==> config.mk <==
export PLATFORM = sky130hd
export DESIGN_NAME = mru_ranked_entry_sorter_core
export DESIGN_NICKNAME = d
export VERILOG_FILES = /design/src/design/mrus_pkg.sv /design/src/design/mrus_order_cmp.sv /design/src/design/mru_ranked_entry_sorter_core.sv
export VERILOG_INCLUDE_DIRS = /design/src /design/src/design
export SDC_FILE = /design/constraint.sdc
export NUM_CORES = 2
export LEC_CHECK = 0
export ABC_AREA = 0
export BUFFER_PORTS_ARGS = -buffer_cell sky130_fd_sc_hd__buf_2
export CELL_PAD_IN_SITES_DETAIL_PLACEMENT = 1
export CELL_PAD_IN_SITES_GLOBAL_PLACEMENT = 1
export CORE_UTILIZATION = 60
export CTS_BUF_LIST = sky130_fd_sc_hd__clkbuf_8
export DETAILED_ROUTE_END_ITERATION = 12
export HOLD_SLACK_MARGIN = 0.12
export MAX_ROUTING_LAYER = met4
export PLACE_DENSITY = 0.93
export SETUP_SLACK_MARGIN = 0.5
export SLEW_MARGIN = 20
export SYNTH_ARGS = -nofsm -noshare
export SYNTH_HDL_FRONTEND = slang
export SYNTH_SLANG_ARGS = --single-unit
==> constraint.sdc <==
create_clock -name aclk -period 17.5 [get_ports aclk]
set_input_delay 5.25 -clock aclk [delete_from_list [all_inputs] [get_ports aclk]]
set_output_delay 5.25 -clock aclk [all_outputs]
set_load 0.05 [all_outputs]
==> src/design/assert_macros.svh <==
// Assertion macros shared by the sorter RTL.
`ifndef ASSERT_MACROS_SVH
`define ASSERT_MACROS_SVH

// Checks that an expression holds at every clock edge outside reset.
`define MRUS_ASSERT_ALWAYS(lbl, clk, rstn, expr) \
    lbl: assert property (@(posedge clk) disable iff (!rstn) (expr)) \
        else $error("assertion failed");

// Checks that a condition implies a consequence in the same cycle.
`define MRUS_ASSERT_IMPL(lbl, clk, rstn, ante, cons) \
    lbl: assert property (@(posedge clk) disable iff (!rstn) (ante) |-> (cons)) \
        else $error("assertion failed");

`endif

==> src/design/mrus_pkg.sv <==
// Shared types and codes of the recency-ranked entry sorter.
`timescale 1ns / 1ps
package mrus_pkg;

    // Item kinds on the input channel.
    typedef enum logic [1:0] {
        KIND_WRITE = 2'd0,
        KIND_MARK  = 2'd1,
        KIND_EMIT  = 2'd2,
        KIND_NONE  = 2'd3
    } kind_t;

    // Configuration register indexes.
    localparam logic CFG_ENTRIES_IN_USE = 1'b0;
    localparam logic CFG_SORT_ENABLE    = 1'b1;

    // Fixed field widths of the ports.
    localparam int KIND_W  = 2;
    localparam int INDEX_W = 4;
    localparam int KEYIN_W = 32;
    localparam int COUNT_W = 5;

endpackage

==> src/design/mrus_order_cmp.sv <==
// Shared order comparator: online entries first, then lower recency rank.
`timescale 1ns / 1ps
module mrus_order_cmp import mrus_pkg::*; #(
    parameter int RANK_W = 5
) (
    input  logic              cand_online,
    input  logic [RANK_W-1:0] cand_rank,
    input  logic              best_online,
    input  logic [RANK_W-1:0] best_rank,
    output logic              cand_first
);

    // Ties on both keys keep the earlier index, which the scan order gives.
    always_comb begin
        if (cand_online != best_online) begin
            cand_first = cand_online;
        end else begin
            cand_first = (cand_rank < best_rank);
        end
    end

endmodule

==> src/design/mru_ranked_entry_sorter_core.sv <==
// Top level of the recency-ranked entry sorter.
`timescale 1ns / 1ps
// The block holds a table of entries (key and online bit) and a most-recently-used list of
// keys. A write item, an unused kind and an out-of-range mark-used are each taken with no
// further work, and the block stays ready. A mark-used item searches the list one slot a
// cycle, moves its key to the front, and then runs like an emit item; a zero key skips both.
// An emit item ranks the table against the list one list slot a cycle, takes a preparation
// step, then picks each display row by scanning the active entries through one shared order
// comparator, one entry a cycle; with recency ordering disabled it shows the entries in
// index order instead. Each row waits on m_ready, and an empty table gives one row marked
// as having no entries. The block takes a new item only when the previous one is done.
module mru_ranked_entry_sorter_core import mrus_pkg::*; #(
    parameter int MAX_ENTRIES = 16,
    parameter int KEY_BITS    = 32
) (
    input  logic               aclk,
    input  logic               aresetn,
    input  logic               s_valid,
    output logic               s_ready,
    input  logic [KIND_W-1:0]  s_kind,
    input  logic [INDEX_W-1:0] s_entry_index,
    input  logic [KEYIN_W-1:0] s_entry_key,
    input  logic               s_entry_online,
    output logic               m_valid,
    input  logic               m_ready,
    output logic [INDEX_W-1:0] m_row_entry,
    output logic               m_last_row,
    output logic               m_no_entries,
    input  logic               cfg_valid,
    output logic               cfg_ready,
    input  logic               cfg_index,
    input  logic [COUNT_W-1:0] cfg_data
);
    `include "assert_macros.svh"

    localparam int IDX_W = $clog2(MAX_ENTRIES);
    localparam int CNT_W = $clog2(MAX_ENTRIES + 1);

    typedef enum logic [3:0] {
        ST_IDLE,
        ST_SEARCH,
        ST_SHIFT,
        ST_RANK_INIT,
        ST_RANK,
        ST_PREP,
        ST_SCAN,
        ST_LOAD,
        ST_WAIT
    } state_t;

    state_t state_reg;

    // Configuration registers.
    logic [COUNT_W-1:0] entries_reg;
    logic               sort_en_reg;

    // Entry table and recency list, one lane per entry.
    logic [KEY_BITS-1:0] tkey_reg   [MAX_ENTRIES];
    logic                tonl_reg   [MAX_ENTRIES];
    logic [KEY_BITS-1:0] rec_reg    [MAX_ENTRIES];
    logic [CNT_W-1:0]    rank_reg   [MAX_ENTRIES];
    logic [MAX_ENTRIES-1:0] done_reg;
    logic [CNT_W-1:0]    cnt_reg;

    // Sequencer working registers.
    logic [KEY_BITS-1:0] key_reg;
    logic [IDX_W-1:0]    pos_reg;
    logic [IDX_W-1:0]    p_reg;
    logic [IDX_W-1:0]    k_reg;
    logic [IDX_W-1:0]    best_reg;
    logic                have_reg;
    logic                m_valid_reg;
    logic [INDEX_W-1:0]  m_row_reg;
    logic                m_last_reg;
    logic                m_none_reg;

    logic [CNT_W-1:0]    n_act;
    logic                cand_first;
    logic                cand_ok;
    logic [KEY_BITS-1:0] in_key;

    // Active entry count, clamped to the table size.
    assign n_act = (32'(entries_reg) > MAX_ENTRIES) ? CNT_W'(MAX_ENTRIES)
                                                    : CNT_W'(entries_reg);
    assign in_key = KEY_BITS'(s_entry_key);

    assign s_ready      = (state_reg == ST_IDLE);
    assign cfg_ready    = 1'b1;
    assign m_valid      = m_valid_reg;
    assign m_row_entry  = m_row_reg;
    assign m_last_row   = m_last_reg;
    assign m_no_entries = m_none_reg;

    // Configuration writes.
    always_ff @(posedge aclk) begin
        if (!aresetn) begin
            entries_reg <= '0;
            sort_en_reg <= 1'b1;
        end else if (cfg_valid && cfg_ready) begin
            if (cfg_index == CFG_ENTRIES_IN_USE) begin
                entries_reg <= cfg_data;
            end else begin
                sort_en_reg <= cfg_data[0];
            end
        end
    end

    // The candidate of the selection scan is compared with the best so far.
    mrus_order_cmp #(.RANK_W(CNT_W)) u_cmp (
        .cand_online (tonl_reg[p_reg]),
        .cand_rank   (rank_reg[p_reg]),
        .best_online (tonl_reg[best_reg]),
        .best_rank   (rank_reg[best_reg]),
        .cand_first  (cand_first)
    );
    assign cand_ok = (32'(p_reg) < 32'(n_act)) && !done_reg[p_reg];

    // Sequencer: state, working registers and the result register.
    always_ff @(posedge aclk) begin
        if (!aresetn) begin
            state_reg   <= ST_IDLE;
            cnt_reg     <= '0;
            m_valid_reg <= 1'b0;
            have_reg    <= 1'b0;
            done_reg    <= '0;
        end else begin
            case (state_reg)
                ST_IDLE: begin
                    if (s_valid) begin
                        case (kind_t'(s_kind))
                            KIND_WRITE: begin
                                if (32'(s_entry_index) < MAX_ENTRIES) begin
                                    tkey_reg[IDX_W'(s_entry_index)] <= in_key;
                                    tonl_reg[IDX_W'(s_entry_index)] <= s_entry_online;
                                end
                            end
                            KIND_MARK: begin
                                if (32'(s_entry_index) < 32'(n_act)) begin
                                    key_reg <= tkey_reg[IDX_W'(s_entry_index)];
                                    p_reg   <= '0;
                                    if (tkey_reg[IDX_W'(s_entry_index)] == '0) begin
                                        state_reg <= ST_RANK_INIT;
                                    end else if (cnt_reg == '0) begin
                                        pos_reg   <= '0;
                                        cnt_reg   <= CNT_W'(1);
                                        state_reg <= ST_SHIFT;
                                    end else begin
                                        state_reg <= ST_SEARCH;
                                    end
                                end
                            end
                            KIND_EMIT: begin
                                state_reg <= ST_RANK_INIT;
                            end
                            default: begin
                            end
                        endcase
                    end
                end
                // Look for the key in the list, one slot a cycle.
                ST_SEARCH: begin
                    if (rec_reg[p_reg] == key_reg) begin
                        pos_reg   <= p_reg;
                        state_reg <= ST_SHIFT;
                    end else if (32'(p_reg) + 1 >= 32'(cnt_reg)) begin
                        if (32'(cnt_reg) < MAX_ENTRIES) begin
                            pos_reg <= IDX_W'(cnt_reg);
                            cnt_reg <= cnt_reg + CNT_W'(1);
                        end else begin
                            pos_reg <= IDX_W'(MAX_ENTRIES - 1);
                        end
                        state_reg <= ST_SHIFT;
                    end else begin
                        p_reg <= p_reg + IDX_W'(1);
                    end
                end
                // Move the key to the front, sliding the newer slots back by one.
                ST_SHIFT: begin
                    for (int i = 1; i < MAX_ENTRIES; i++) begin
                        if (i <= 32'(pos_reg)) begin
                            rec_reg[i] <= rec_reg[i-1];
                        end
                    end
                    rec_reg[0] <= key_reg;
                    state_reg  <= ST_RANK_INIT;
                end
                // Unlisted keys rank after every listed key.
                ST_RANK_INIT: begin
                    for (int i = 0; i < MAX_ENTRIES; i++) begin
                        rank_reg[i] <= cnt_reg;
                    end
                    if (cnt_reg == '0) begin
                        state_reg <= ST_PREP;
                    end else begin
                        p_reg     <= IDX_W'(cnt_reg - CNT_W'(1));
                        state_reg <= ST_RANK;
                    end
                end
                // Walk the list from the oldest slot so the newest match wins.
                ST_RANK: begin
                    for (int i = 0; i < MAX_ENTRIES; i++) begin
                        if (tkey_reg[i] == rec_reg[p_reg]) begin
                            rank_reg[i] <= CNT_W'(p_reg);
                        end
                    end
                    if (p_reg == '0) begin
                        state_reg <= ST_PREP;
                    end else begin
                        p_reg <= p_reg - IDX_W'(1);
                    end
                end
                ST_PREP: begin
                    done_reg <= '0;
                    k_reg    <= '0;
                    p_reg    <= '0;
                    have_reg <= 1'b0;
                    if (n_act == '0) begin
                        m_row_reg   <= '0;
                        m_last_reg  <= 1'b1;
                        m_none_reg  <= 1'b1;
                        m_valid_reg <= 1'b1;
                        state_reg   <= ST_WAIT;
                    end else begin
                        state_reg <= ST_SCAN;
                    end
                end
                // Pick the best remaining entry, one candidate a cycle; with sorting off, take the next index.
                ST_SCAN: begin
                    if (!sort_en_reg) begin
                        best_reg  <= k_reg;
                        state_reg <= ST_LOAD;
                    end else begin
                        if (cand_ok && (!have_reg || cand_first)) begin
                            best_reg <= p_reg;
                            have_reg <= 1'b1;
                        end
                        if (32'(p_reg) + 1 >= 32'(n_act)) begin
                            state_reg <= ST_LOAD;
                        end else begin
                            p_reg <= p_reg + IDX_W'(1);
                        end
                    end
                end
                ST_LOAD: begin
                    m_row_reg           <= INDEX_W'(best_reg);
                    m_last_reg          <= (32'(k_reg) + 1 == 32'(n_act));
                    m_none_reg          <= 1'b0;
                    m_valid_reg         <= 1'b1;
                    done_reg[best_reg]  <= 1'b1;
                    state_reg           <= ST_WAIT;
                end
                ST_WAIT: begin
                    if (m_ready) begin
                        m_valid_reg <= 1'b0;
                        if (m_last_reg) begin
                            state_reg <= ST_IDLE;
                        end else begin
                            k_reg     <= k_reg + IDX_W'(1);
                            p_reg     <= '0;
                            have_reg  <= 1'b0;
                            state_reg <= ST_SCAN;
                        end
                    end
                end
                default: begin
                    state_reg <= ST_IDLE;
                end
            endcase
        end
    end

    // A result is only ever shown while the sequencer waits for it.
    `MRUS_ASSERT_IMPL(a_valid_in_wait, aclk, aresetn, m_valid_reg, state_reg == ST_WAIT)
    // The recency list never holds more keys than it has slots.
    `MRUS_ASSERT_ALWAYS(a_cnt_bound, aclk, aresetn, 32'(cnt_reg) <= MAX_ENTRIES)
    // An empty-table result is always the last row of its run.
    `MRUS_ASSERT_IMPL(a_empty_last, aclk, aresetn, m_valid_reg && m_none_reg, m_last_reg)

endmodule
== Word-level counts from Yosys, hierarchy flattened ==
Memories as Yosys holds them, arrays and structs flattened. A register that Yosys moved wholly into a read port is not among the register bits.
Cells that the tools add are included.
Word-level totals
  output and inout port bits: 9
  word-level logic and storage cells: 376
  register bits after elaboration: 87
  memories: 4
  memory bits (writable): 1120
Memory list
  rec_reg: words 16, width 32, rd ports 16, clocked after Yosys merged registers in 1, wr ports 16, line mru_ranked_entry_sorter_core.sv:60  | logic [KEY_BITS-1:0] rec_reg [MAX_ENTRIES];
  tkey_reg: words 16, width 32, rd ports 17, clocked after Yosys merged registers in 0, wr ports 1, line mru_ranked_entry_sorter_core.sv:58  | logic [KEY_BITS-1:0] tkey_reg [MAX_ENTRIES];
  rank_reg: words 16, width 5, rd ports 2, clocked after Yosys merged registers in 2, wr ports 16, line mru_ranked_entry_sorter_core.sv:61  | logic [CNT_W-1:0] rank_reg [MAX_ENTRIES];
  tonl_reg: words 16, width 1, rd ports 2, clocked after Yosys merged registers in 2, wr ports 1, line mru_ranked_entry_sorter_core.sv:59  | logic tonl_reg [MAX_ENTRIES];
Cells by class
  $add $sub $neg: 7
  equal/unequal tests: 52
  muxes and demuxes: 225
  reduce and logical (&&, ||, !) cells: 30
  bitwise logic cells: 18
  magnitude comparators: 25
Operator list (number)
  == test 32 bit: 17
  2-to-1 mux 4 bit: 38
  2-to-1 mux 1 bit: 145
  2-to-1 mux 5 bit: 25
  case mux 4 bit (9 select lines): 1
  less-or-equal comparator 4 bit (first input constant): 8
  zero test 32 bit: 1
  case mux 16 bit (2 select lines): 1
  case mux 4 bit (2 select lines): 4
  != test 2 bit (second input constant): 15
  case mux 4 bit (7 select lines): 1
  == test 4 x 3 -> 1 bit (second input constant): 4
  less-or-equal comparator 3 x 4 -> 1 bit (first input constant): 4
  OR 1 bit: 16
  OR 16 bit: 1
  AND reduction 13 bit: 1
  adder 4 x 1 -> 5 bit (second input constant): 2
  greater-or-equal comparator 5 bit: 2
  zero test 5 bit: 2
  less-than comparator 4 x 5 -> 1 bit: 2
  less-than comparator 4 x 5 -> 1 bit (second input constant): 2
  case mux 5 bit (2 select lines): 1
  AND reduction 5 bit: 2
  != test 3 bit (second input constant): 3
  other kinds (39): 59

== Longest topological paths before layout ==
  word-level depth: 8
  mapped depth: 17
  gate-level depth less buffers: 12

== Modules after synthesis ==
A second synthesis with hierarchy kept.
Unflattened totals
  cells, all modules: 3206
  area, all modules: 55263.0 um^2
By module, submodules not included
  mru_ranked_entry_sorter_core: area each 55136.6 um^2, times used 1, cells each 3188
  mrus_order_cmp: area each 126.4 um^2, times used 1, cells each 18

== Worst setup path before layout ==
Ideal clock, no wire load.
  path kind: in2reg
  start point: input port aresetn
  end point: memory rec_reg[15][0] (enable)
  slack: 8.089 ns
  data arrival time: 8.990 ns
  path buffers: 1
  stages: 7
  library setup time: 0.421 ns
  path through: clkbuf_1 nand3_1 inv_1 nand2_1 inv_1 nand2_1 nor2_1
RTL lines
  start, declared: line mru_ranked_entry_sorter_core.sv:17  | input logic aresetn,
  end, declared: line mru_ranked_entry_sorter_core.sv:60

== Final worst setup path ==
  start point: input port s_entry_index[1]
  end point: register pos_reg[1] (enable)
Between the ends
  word-level cells in the longest chain between the ends: 4
  elaborated cells on any way between the ends: 6
  those cells by class: order compare (1); eq/ne (2); reduce/logical (2); memory (1)
RTL lines
  start, declared: line mru_ranked_entry_sorter_core.sv:21  | input logic [INDEX_W-1:0] s_entry_index,
  memory (16 x 32 bit)
  zero test 32 bit: line mru_ranked_entry_sorter_core.sv:141  | if (tkey_reg[IDX_W'(s_entry_index)] == '0) begin
  != test 2 bit (no line)
  AND reduction 8 bit (no line) *
  end signal, assigned: line mru_ranked_entry_sorter_core.sv:163  | pos_reg <= p_reg;
  end signal, assigned: line mru_ranked_entry_sorter_core.sv:167  | pos_reg <= IDX_W'(cnt_reg);
  end signal, assigned: line mru_ranked_entry_sorter_core.sv:170  | pos_reg <= IDX_W'(MAX_ENTRIES - 1);
  end, declared: line mru_ranked_entry_sorter_core.sv:67  | logic [IDX_W-1:0] pos_reg;
Mark *: on every way between the ends. The rest lies on a longest branch, timed or not.
A chain may end at the register's enable or synchronous reset.

==> impl_results.md <==
* Run status: finished with violations
* Violated checks: max-capacitance violations
* Area of the multi-input gates at between 15000 and 20000 um^2
* Fin Setup TNS at 0 ns
* Remaining routing DRC violations at 0
* Largest net degree at the start of global routing at 81
* Worst hold stages at 0
* Total area of sequential cells at between 30000 and 40000 um^2
* Cell area after synthesis at roughly 55000 um^2
* Slew HR at under 10%
* CP required at around 18 ns
* Cell type of the slowest stage on the worst timing path: buf_4
* Total GRT Usage at 45.8%
* Starting density of the core at 60.8%
* Switching Share at 31.3%
* Count of nets after finishing at approximately 3.4k
* Average vias per placed instance at between 7 and 8
* Most frequent cell on the critical path: mux4_2
* Share of power burned in combinational logic at 19.8%
* Total congestion overflow after global routing at 0
* Clock latency reported for the late side of the worst-skew pair at roughly 0.9 ns
* Sequential fraction of design power at 45.9%
* Number of distinct library cell variants in the gate-level netlist after synthesis at 64
* Internal power at 4870 uW
* Ys Warns at 0
* Die Footprint at 92700 um^2
* Cell taking the most area after synthesis: edfxtp_1
* FFs w/ async S/R, synth at 0%
* Average wire length per cell after detail routing at around 44 um
* Setup repair bufs after CTS at 0
* Worst-case vdd ir drop at 0.0000850 V
* Initial detailed-routing violation count at roughly 6.2k
* Count of endpoints failing hold in the final timing report at 0
* Layout fillers at approximately 7.6k
* Number of search-and-repair iterations in the first detailed-routing pass at 5
* Maximum root-to-sink buffer count at 3
* Share of the yosys chip area belonging to registers at 65.6%
* Antenna violations before repair at 12
* Top FF cell, synth: edfxtp_1
* Simple logic cell fraction of the synthesized area at about 4.4%
* Post-synth top cells: 1165 x edfxtp_1, 346 x xnor2_1, 335 x mux4_2, 229 x xor2_1, 100 x nand4_1
* Type of the most critical hold path: flop to flop
* I/O pin count at a little under 60
* Synthesized netlist cell count at roughly 3.1k
* Cell with the most instances after synthesis: edfxtp_1
* Number of clock sinks at ~1.2k
* Crit path arrival time at 9.59 ns
* Critical path class: input port to flop
* Number of levels in the clock H-tree at 4
* Die height at between 300 and 400 um
* Switching power of the nets at between 2000 and 2500 uW
* TritonCTS clock tree: built
* Clock transition at the registers of the reported paths at ~0.07 ns
* Setup violation total in the final timing report at 0
* Compound-gate portion of the synthesized area at roughly 2.2%
* Longest individual stage delay on the worst path at 0.79 ns
* Share of power burned in the clock network at about 34%
* Clock Root Buffer: clkbuf_8
* Final design instance area without fill at 60500 um^2
* Worst-path cell chain: buf_6 -> buf_4 -> mux4_2 -> mux4_2 -> nor4_2 -> nand4_1 -> o21ai_0 -> nor3_1 -> inv_1 -> a21oi_1
* Share of final-layout standard cells stronger than drive strength 1 at a little under a quarter
* Share of the cycle needed by the critical path after routing at between 50% and 60%
* Minimum clock period at about 9 ns
* Die boundary width at between 300 and 400 um
* Row count at 110
* Pwr per Cell Area at 117 nW/um^2
* Worst r2r path cells at 10
* Number of gates given a new drive strength after cts at 0
* Measured slew at the worst slew-check pin at between 1 and 1.5 ns
* Critical Path Fanout Max at 78
* Drt total wl at roughly 200000 um
* F_max at 111 MHz
* Number of flops mapped to enable cells by yosys at about 1.2k
* Count of hold buffers inserted by post-cts repair at 0
* RSZ-0062 raised after global routing: no
* Number of max-cap violations at 1
* Top post-synthesis cells by area: edfxtp_1 64%, mux4_2 14%, xnor2_1 5.5%, xor2_1 3.7%, dfxtp_1 1.8%
* Total of buffers placed on input and output ports at 57
* Placeable Area at around 90000 um^2
* Total placed instance area at 56800 um^2
* Post-DP HPWL at about 130000 um
* Slack of the worst reg-to-reg path at ~9.9 ns
* Number of vias in the routed layout at about 35k
* Share of the synthesized area in the top cell type at a little under two thirds
* Final Max Tran Viols at 0
* Number of register bits inferred by synthesis at between 1k and 1.5k
* Syn avg cell area at ~17 um^2
* Number of global-route vias before repair at 35.4k
* Largest family of logic cells by synthesized area: multiplexers
* Worst-case clock skew at roughly 0.042 ns
* Post-route ant nets at 0
* Synth Area in Adders at less than 1%
* Critical Path Sink Type: flop
* Gp weighted congestion at between 1 and 1.5
* Share of the synthesized netlist area taken by xor and xnor gates at under 10%
* Mux share of post-synthesis cell area at 16.4%
* Global-route wire length before repair at roughly 280000 um
* Critical path startpoint category: input port
* Synth-to-layout area growth at 10.3%
* TritonCTS buffer count at between 150 and 200
* Static Leak at 0.0195 uW
* Syn nets at about 3.2k
[per-stage QoR]
stage	setup WS [ns]	hold WS [ns]	total power, uW	utilization (%)	cells
global placement	7.69	0.421	4580	62.9	4280
global route	8.42	0.439	7190	67.0	4650
CTS	8.43	0.435	7020	67.0	4636
floorplan	8.09	0.418	4100	-	3146
finish	8.49	0.438	7090	67.0	4653
detailed placement	7.53	0.432	4630	62.9	4280
[layer usage]
| layer | up-vias | part of all wire [%] | track usage, % |
|---|---|---|---|
| li1 | 12800 | - | - |
| met1 | 18000 | 33 | 56.4 |
| met2 | 3457 | 46 | 68.1 |
| met3 | 802 | 13 | 11.9 |
| met4 | 0 | 7.6 | 28.7 |
| met5 | - | 0 | - |
[cell usage in the layout (no fill, tap or decap), types with 45 or more instances in the layout]
cell type     n
buf_2        55
buf_4        68
clkbuf_8    206
dfxtp_1      45
edfxtp_1   1165
inv_1       100
mux2i_1      74
mux4_2      335
nand2_1      84
nand4_1     100
nor2_1       71
nor4_1       59
o21ai_0      54
xnor2_1     346
xor2_1      229
[kinds of logic (layout without fill, tap and decap cells)]
group | count (synthesis) | after routing
and+or+nand+nor | 464 | 464
xor gates and xnor gates | 575 | 575
DFF | 1215 | 1215
buffers and inverters | 204 | 518
adders and majority gates | 29 | 29
AOI/OAI and AO/OA | 188 | 188
muxes | 470 | 470
other | 1 | 18
[layout make-up]
class                      instances  area share [%]
antenna                           17          0.0703
inverter                          36           0.223
multi-input combinational       1727            30.3
timing repair buffer             126            1.37
sequential                      1215            59.5
tap                             1176            2.43
clock inverter                   151            1.43
clock buffer                     205            4.66
[power by group through the flow]
| stage | Combinational (uW) | Sequential (uW) | Clock [uW] |
|---|---|---|---|
| floorplan | 818 | 3280 | 0 |
| global placement | 1280 | 3310 | 0 |
| detailed placement | 1320 | 3310 | 0 |
| CTS | 1350 | 3250 | 2420 |
| global route | 1410 | 3250 | 2520 |
| finish | 1400 | 3260 | 2430 |
[critical path, delay by kind of cell]
family,cells,cell delay (ns)
buffers and inverters,3,1.47
and+or+nand+nor,3,1.11
muxes,2,1.02
AOI/OAI and AO/OA,2,0.51
[worst paths after layout]
kind                                             endpoint                     start
worst max-delay path             pos_reg[1]$_SDFFCE_PN0P_          s_entry_index[1]
worst min-delay path            rec_reg[10][30]$_DFFE_PP_  rec_reg[9][30]$_DFFE_PP_
worst max register to register   rank_reg[5][2]$_DFFE_PP_                      flop
worst min register to register  rec_reg[10][30]$_DFFE_PP_  rec_reg[9][30]$_DFFE_PP_
(Power assumes the default switching activity.)
